`config.mk`:
```
export PLATFORM = sky130hd
export DESIGN_NAME = scnt_lane
export DESIGN_NICKNAME = d
export VERILOG_FILES = /design/src/scnt_pkg.sv /design/src/scnt_div.sv /design/src/scnt_lane.sv
export SDC_FILE = /design/constraint.sdc
export NUM_CORES = 1
export LEC_CHECK = 0
export BUFFER_PORTS_ARGS = -buffer_cell sky130_fd_sc_hd__buf_2
export CAP_MARGIN = 10
export CELL_PAD_IN_SITES_DETAIL_PLACEMENT = 1
export CELL_PAD_IN_SITES_GLOBAL_PLACEMENT = 2
export CORE_UTILIZATION = 37
export DETAILED_ROUTE_END_ITERATION = 16
export PLACE_DENSITY = 0.79
export SETUP_SLACK_MARGIN = 0.1
export SLEW_MARGIN = 0
export SYNTH_ARGS = -nofsm -noshare
export SYNTH_HDL_FRONTEND = slang
export SYNTH_SLANG_ARGS = --single-unit
```
`constraint.sdc`:
```
create_clock -name clk_i -period 8.8 [get_ports clk_i]
set_input_delay 1.76 -clock clk_i [delete_from_list [all_inputs] [get_ports clk_i]]
set_output_delay 1.76 -clock clk_i [all_outputs]
set_load 0.02 [all_outputs]
```
`src/scnt_pkg.sv`:
```
// ----------------------------------------------------------------------------
// scnt_pkg
// Shared types and constants for the calibrate/normalize/trimmed-mean block.
// ----------------------------------------------------------------------------
package scnt_pkg;

  // Operation codes carried by each input item
  typedef enum logic [1:0] {
    OP_CAL_START  = 2'd0,
    OP_CAL_SAMPLE = 2'd1,
    OP_CAL_FINISH = 2'd2,
    OP_MEASURE    = 2'd3
  } op_e;

  localparam int SampleW = 16;
  localparam int RangeW  = 17;
  localparam int DivW    = 18;   // dividend width: sample - min
  localparam int CalMaxInit = 1;
  localparam int CalMinInit = 10;

  // Averaging window; the trimmed sum is divided by Window - 2 through a
  // reciprocal multiply, exact for magnitudes below 2**AvgMagW
  localparam int Window   = 5;
  localparam int WinDiv   = Window - 2;
  localparam int AvgMagW  = 17;  // |sum of the kept values| < 2**17
  localparam int AvgShift = 17;
  localparam int AvgRecip = (2 ** AvgShift + WinDiv - 1) / WinDiv;
  localparam int ProdW    = AvgMagW + AvgShift;

  // Top-level sequencer
  typedef enum logic [1:0] {
    ST_IDLE,
    ST_DIV,
    ST_OUT
  } state_e;

  // Control from sequencer to every lane
  typedef struct packed {
    logic  load;       // item accepted this cycle
    op_e   op;
    logic  div_start;  // launch normalization divider
    logic  div_done;   // quotient ready, fold into window
    logic  first;      // first item of the window
    logic  last;       // last item of the window
    logic  avg_start;  // capture trimmed sum for scaling
  } lane_ctrl_t;

endpackage

```
`src/scnt_div.sv`:
```
// ----------------------------------------------------------------------------
// scnt_div
// Restoring signed divider, one quotient bit a cycle, truncating toward zero.
// ----------------------------------------------------------------------------
module scnt_div
  import scnt_pkg::*;
#(
  parameter int NW = 20,
  parameter int DW = 17
) (
  input  logic                 clk_i,
  input  logic                 start_i,
  input  logic signed [NW-1:0] num_i,
  input  logic signed [DW-1:0] den_i,
  output logic signed [NW-1:0] quo_o
);
  logic [NW-1:0] mag_q, mag_d;
  logic [DW-1:0] dmag_q;
  logic [DW:0]   rem_q, rem_d;
  logic          neg_q;
  logic [DW:0]   trial;

  // Shift-subtract step
  always_comb begin
    trial = {rem_q[DW-1:0], mag_q[NW-1]};
    rem_d = trial;
    mag_d = {mag_q[NW-2:0], 1'b0};
    if (trial >= {1'b0, dmag_q}) begin
      rem_d    = trial - {1'b0, dmag_q};
      mag_d[0] = 1'b1;
    end
  end

  always_ff @(posedge clk_i) begin
    if (start_i) begin
      mag_q  <= num_i[NW-1] ? NW'(-num_i) : num_i;
      dmag_q <= den_i[DW-1] ? DW'(-den_i) : den_i;
      neg_q  <= num_i[NW-1] ^ den_i[DW-1];
      rem_q  <= '0;
    end else begin
      mag_q <= mag_d;
      rem_q <= rem_d;
    end
  end

  assign quo_o = neg_q ? NW'(-mag_q) : mag_q;
endmodule

```
`src/scnt_lane.sv`:
```
// ----------------------------------------------------------------------------
// scnt_lane
// One channel: calibration tracking, normalization and window statistics.
// ----------------------------------------------------------------------------
module scnt_lane
  import scnt_pkg::*;
#(
  parameter int SumW = 20
) (
  input  logic                      clk_i,
  input  logic                      rst_ni,
  input  lane_ctrl_t                ctrl_i,
  input  logic signed [SampleW-1:0] sample_i,
  output logic signed [SampleW-1:0] avg_o
);
  logic signed [SampleW-1:0] max_q, min_q, wmax_q, wmin_q;
  logic signed [RangeW-1:0]  range_q;
  logic signed [SumW-1:0]    sum_q;
  logic signed [DivW-1:0]    num;
  logic signed [SampleW-1:0] n;
  logic signed [SumW-1:0]    tsum, aq;
  logic signed [SumW-1:0]    ndiv_quo;
  logic                      rz;
  logic [AvgMagW-1:0]        tmag_q;
  logic                      tneg_q;
  logic [ProdW-1:0]          prod;
  logic [AvgMagW-1:0]        qmag;

  assign num = DivW'(sample_i) - DivW'(min_q);
  assign rz  = (range_q == '0);

  scnt_div #(.NW(SumW), .DW(RangeW)) u_ndiv (
    .clk_i, .start_i(ctrl_i.div_start), .num_i(SumW'(num)),
    .den_i(range_q), .quo_o(ndiv_quo)
  );

  // Saturate normalized quotient
  always_comb begin
    if (rz) n = '0;
    else if (ndiv_quo > SumW'(32767)) n = 16'sh7fff;
    else if (ndiv_quo < -SumW'(32768)) n = -16'sh8000;
    else n = SampleW'(ndiv_quo);
  end

  // Trimmed sum: drop the window max and min
  assign tsum = sum_q - SumW'(wmax_q) - SumW'(wmin_q);

  // Calibration and window registers
  always_ff @(posedge clk_i or negedge rst_ni) begin
    if (!rst_ni) begin
      max_q <= SampleW'(CalMaxInit);
      min_q <= SampleW'(CalMinInit);
      range_q <= '0;
      sum_q <= '0; wmax_q <= '0; wmin_q <= '0;
      tmag_q <= '0; tneg_q <= 1'b0;
    end else begin
      if (ctrl_i.load) begin
        unique case (ctrl_i.op)
          OP_CAL_START: begin
            max_q <= SampleW'(CalMaxInit);
            min_q <= SampleW'(CalMinInit);
          end
          OP_CAL_SAMPLE: begin
            if (max_q < sample_i) max_q <= sample_i;
            if (sample_i > 0 && min_q > sample_i) min_q <= sample_i;
          end
          OP_CAL_FINISH: range_q <= RangeW'(max_q) - RangeW'(min_q);
          OP_MEASURE: ;
          default: ;
        endcase
      end
      if (ctrl_i.div_done) begin
        if (ctrl_i.first) begin
          sum_q <= SumW'(n); wmax_q <= n; wmin_q <= n;
        end else begin
          sum_q <= sum_q + SumW'(n);
          if (wmax_q < n) wmax_q <= n;
          if (wmin_q > n) wmin_q <= n;
        end
      end
      // Sign and magnitude of the trimmed sum
      if (ctrl_i.avg_start) begin
        tneg_q <= tsum[SumW-1];
        tmag_q <= AvgMagW'(tsum[SumW-1] ? -tsum : tsum);
      end
    end
  end

  // Divide by Window - 2: reciprocal multiply, truncating toward zero
  assign prod = ProdW'(tmag_q) * ProdW'(AvgRecip);
  assign qmag = prod[ProdW-1:AvgShift];
  assign aq   = tneg_q ? -SumW'(qmag) : SumW'(qmag);

  always_comb begin
    if (aq > SumW'(32767)) avg_o = 16'sh7fff;
    else if (aq < -SumW'(32768)) avg_o = -16'sh8000;
    else avg_o = SampleW'(aq);
  end
endmodule
```
==> results.toml <==
[run_status]
status = "finished with violations"
violations = "negative setup slack"

[critical_path]
worstSetupPathType = "reg2out"
cpPeakStageDelay_ps = 550
critPathTopFamily = "adder cells"
cpMaxStageDelayCell = "or4_4"
cpMostUsedCell = "fa_1"
startpoint_type = "flip-flop"
worstRegToRegCells = 22
arrival_ps = 7080
crit_buf_inv = 9
cp.required_ps = 7040
cp_max_fo = 5
crit_cells = 27
worstSetupEndpointType = "output pin"

[cts]
ctsHtreeMaxLevel = 4
clk_pin_slew_ps = 70
cts_buffer_depth = 2
numCtsBuffers = 17
cts_tree = "done"
clock_latency_ps = 490
clock-root-buffer = "clkbuf_16"
clock-sinks = 174

[synthesis]
syn_nets = 2608
syn_area_um2 = 19200
avgSynthCellArea_um2 = 8.73
ys_warn_count = 0
seq_area_frac_synth_pct = 22.2
synthArstFlopShare_pct = 68.4
yosys.area.top_type = "ha_1"
synth_cell_types = 84
synth_most_common_cell = "inv_1"
syn_inst = 2198
ys_ff_latch = 174
synthTopCellsByArea = "ha_1 (18%), dfrtp_1 (15%), fa_1 (11%), inv_1 (6.9%), xnor2_1 (3.9%)"
synth_top_area_share_pct = 17.9
synth_edf_count = 18
ys_dominant_reg_cell = "dfrtp_1"
synth_commonest_cells = "inv_1 (353), ha_1 (274), nor2_1 (162), a21oi_1 (148), dfrtp_1 (116)"

[detailed_routing]
first_pass_iters = 4
drc = 0
final_antenna_net_count = 0
num_vias = 15719
totalWireLength_um = 53400
avgRoutedWirePerCell_um = 17.7
drtIter0Drc = 508
drt-vias-per-instance = 5.22

[place]
dp_hpwl_um = 42700
gp_congestion = 0.868
portBuffers = 40

[sta]
period_share_pct = 100
fin_ws_ps = -38.1
maxSlewHeadroom_pct = 37.5
fmax_ghz = 0.113
worst_pin_slew_ps = 938
holdWs_ps = 491
skew_ps = 17.7
setup-violations-final = 14
fin_crit_ps = 8840
slew_violations = 0
fin_tns_setup_ps = -262
hold_violations = 0
rsz0062_at_grt = "true"

[global_route]
grt_util_met2_pct = 35.3
grt_max_degree = 69
grt.busiest_layer = "met2"
grt_pass1_wl_um = 88300
grt_pass1_vias = 17060
track_usage_pct = 20.8
grt.overflow.total = 0
antenna_found_initial = 0
use_met3_pct = 2.33
grt_use_met1_pct = 27.7

[finish]
diodes = 0
synthToLayoutAreaGrowth_pct = 17.4
nNetsFinal = 2730
fill_cells = 5965
drive_gt1_share_pct = 15.5

[flow_run]
drv_cap = 0

[floorplan]
dieHeight_um = 230
start_util_pct = 37.4
io_pins = 42
die-area_um2 = 52800
fp.coreArea_um2 = 51300
rows = 83
die-width_um = 230

[worst_hold_path]
hold_path_depth = 1
hp-class = "reg2reg"
[per-layer routing]
metal | vias to the layer above | part of all wire, %
met3 | 46 | 1.5
met2 | 93 | 48
li1 | 7836 | -
met1 | 7744 | 49
met5 | - | 0
met4 | 0 | 1.8
[final timing paths]
check,startpoint,to,slack (ps)
worst max-delay path,tmag_q[4]$_DFFE_PN0P_,avg_o[1],-40
worst min-delay path,min_q[15]$_DFFE_PN0P_,min_q[15]$_DFFE_PN0P_,490
worst max register to register,u_ndiv.mag_q[5]$_DFF_P_,sum_q[18]$_DFFE_PN0P_,2150
worst min register to register,min_q[15]$_DFFE_PN0P_,min_q[15]$_DFFE_PN0P_,490
max in group asynchronous,rst_ni,min_q[14]$_DFFE_PN0P_,6030
min in group asynchronous,rst_ni,min_q[10]$_DFFE_PN0P_,1370
[placed cells by master, fill, tap and decap left out, types with 30 or more instances in the layout]
cell	count
inv_1	336
ha_1	245
nor2_1	159
a21oi_1	142
buf_4	107
fa_1	106
dfrtp_1	105
nand2_1	96
o21ai_0	91
xnor2_1	86
nor3_1	53
xor2_1	48
mux2i_1	40
dfxtp_1	37
nor2b_1	35
a21o_1	35
a22o_1	30
[cells by family (layout without fill, tap and decap cells)]
group | Yosys count | in the layout | share of synthesized area (%)
xor+xnor | 137 | 137 | 6.33
mux | 52 | 52 | 2.78
flops | 174 | 174 | 22.2
simple gates | 526 | 526 | 13.6
compound gates | 514 | 514 | 17.6
fa+ha+maj | 384 | 384 | 29.3
buf+inv | 411 | 546 | 8.14
[timing repair]
item                       in CTS  in global routing
cloned                          1                  0
buffers inserted               34                  7
setup endpoints to repair      16                 16
pin swaps                      85                 23
resized for setup             152                 25
hold buffers                    0                  0
[through the flow]
| step | util (%) | setup WS, ps | cells | instance area, um2 |
|---|---|---|---|---|
| floorplan | - | 142 | 2198 | 19300 |
| global placement | 40.5 | 17.6 | 2938 | 20800 |
| detailed placement | 40.5 | -61.0 | 2938 | 20800 |
| CTS | 43.6 | -16.3 | 3005 | 22400 |
| global route | 43.9 | -275 | 3013 | 22500 |
| finish | 43.9 | -38.1 | 3013 | 22500 |
[sequential cells by signal, summed over array words and instances (netlist names)]
signal,cells
min_q,16
wmax_q,16
range_q,17
sum_q,20
u_ndiv.dmag_q,17
u_ndiv.rem_q,17
u_ndiv.mag_q,20
u_ndiv.neg_q,1
wmin_q,16
tmag_q,17
max_q,16
tneg_q,1
[final cells by class]
cell class | instances | area, um2 | share of cell area, %
clock buffers | 17 | 425 | 1.89
clock inverters | 15 | 211 | 0.938
inverters | 355 | 1330 | 5.91
multi-input cells | 1613 | 14200 | 62.8
flip-flops and latches | 174 | 4280 | 19.0
well taps | 680 | 851 | 3.77
repair buffers | 159 | 1290 | 5.71
[worst reg2reg max path, delay by kind of cell (launching register included)]
kind	cells	cell delay (ps)
xor+xnor	1	170
flops	1	340
compound gates	12	2710
fa+ha+maj	2	700
mux	1	310
buf+inv	1	60
simple gates	5	2310
Power is left out: the tool's default activity adds up to more than one toggle a clock period on the data nets, which glitch-free logic cannot reach.
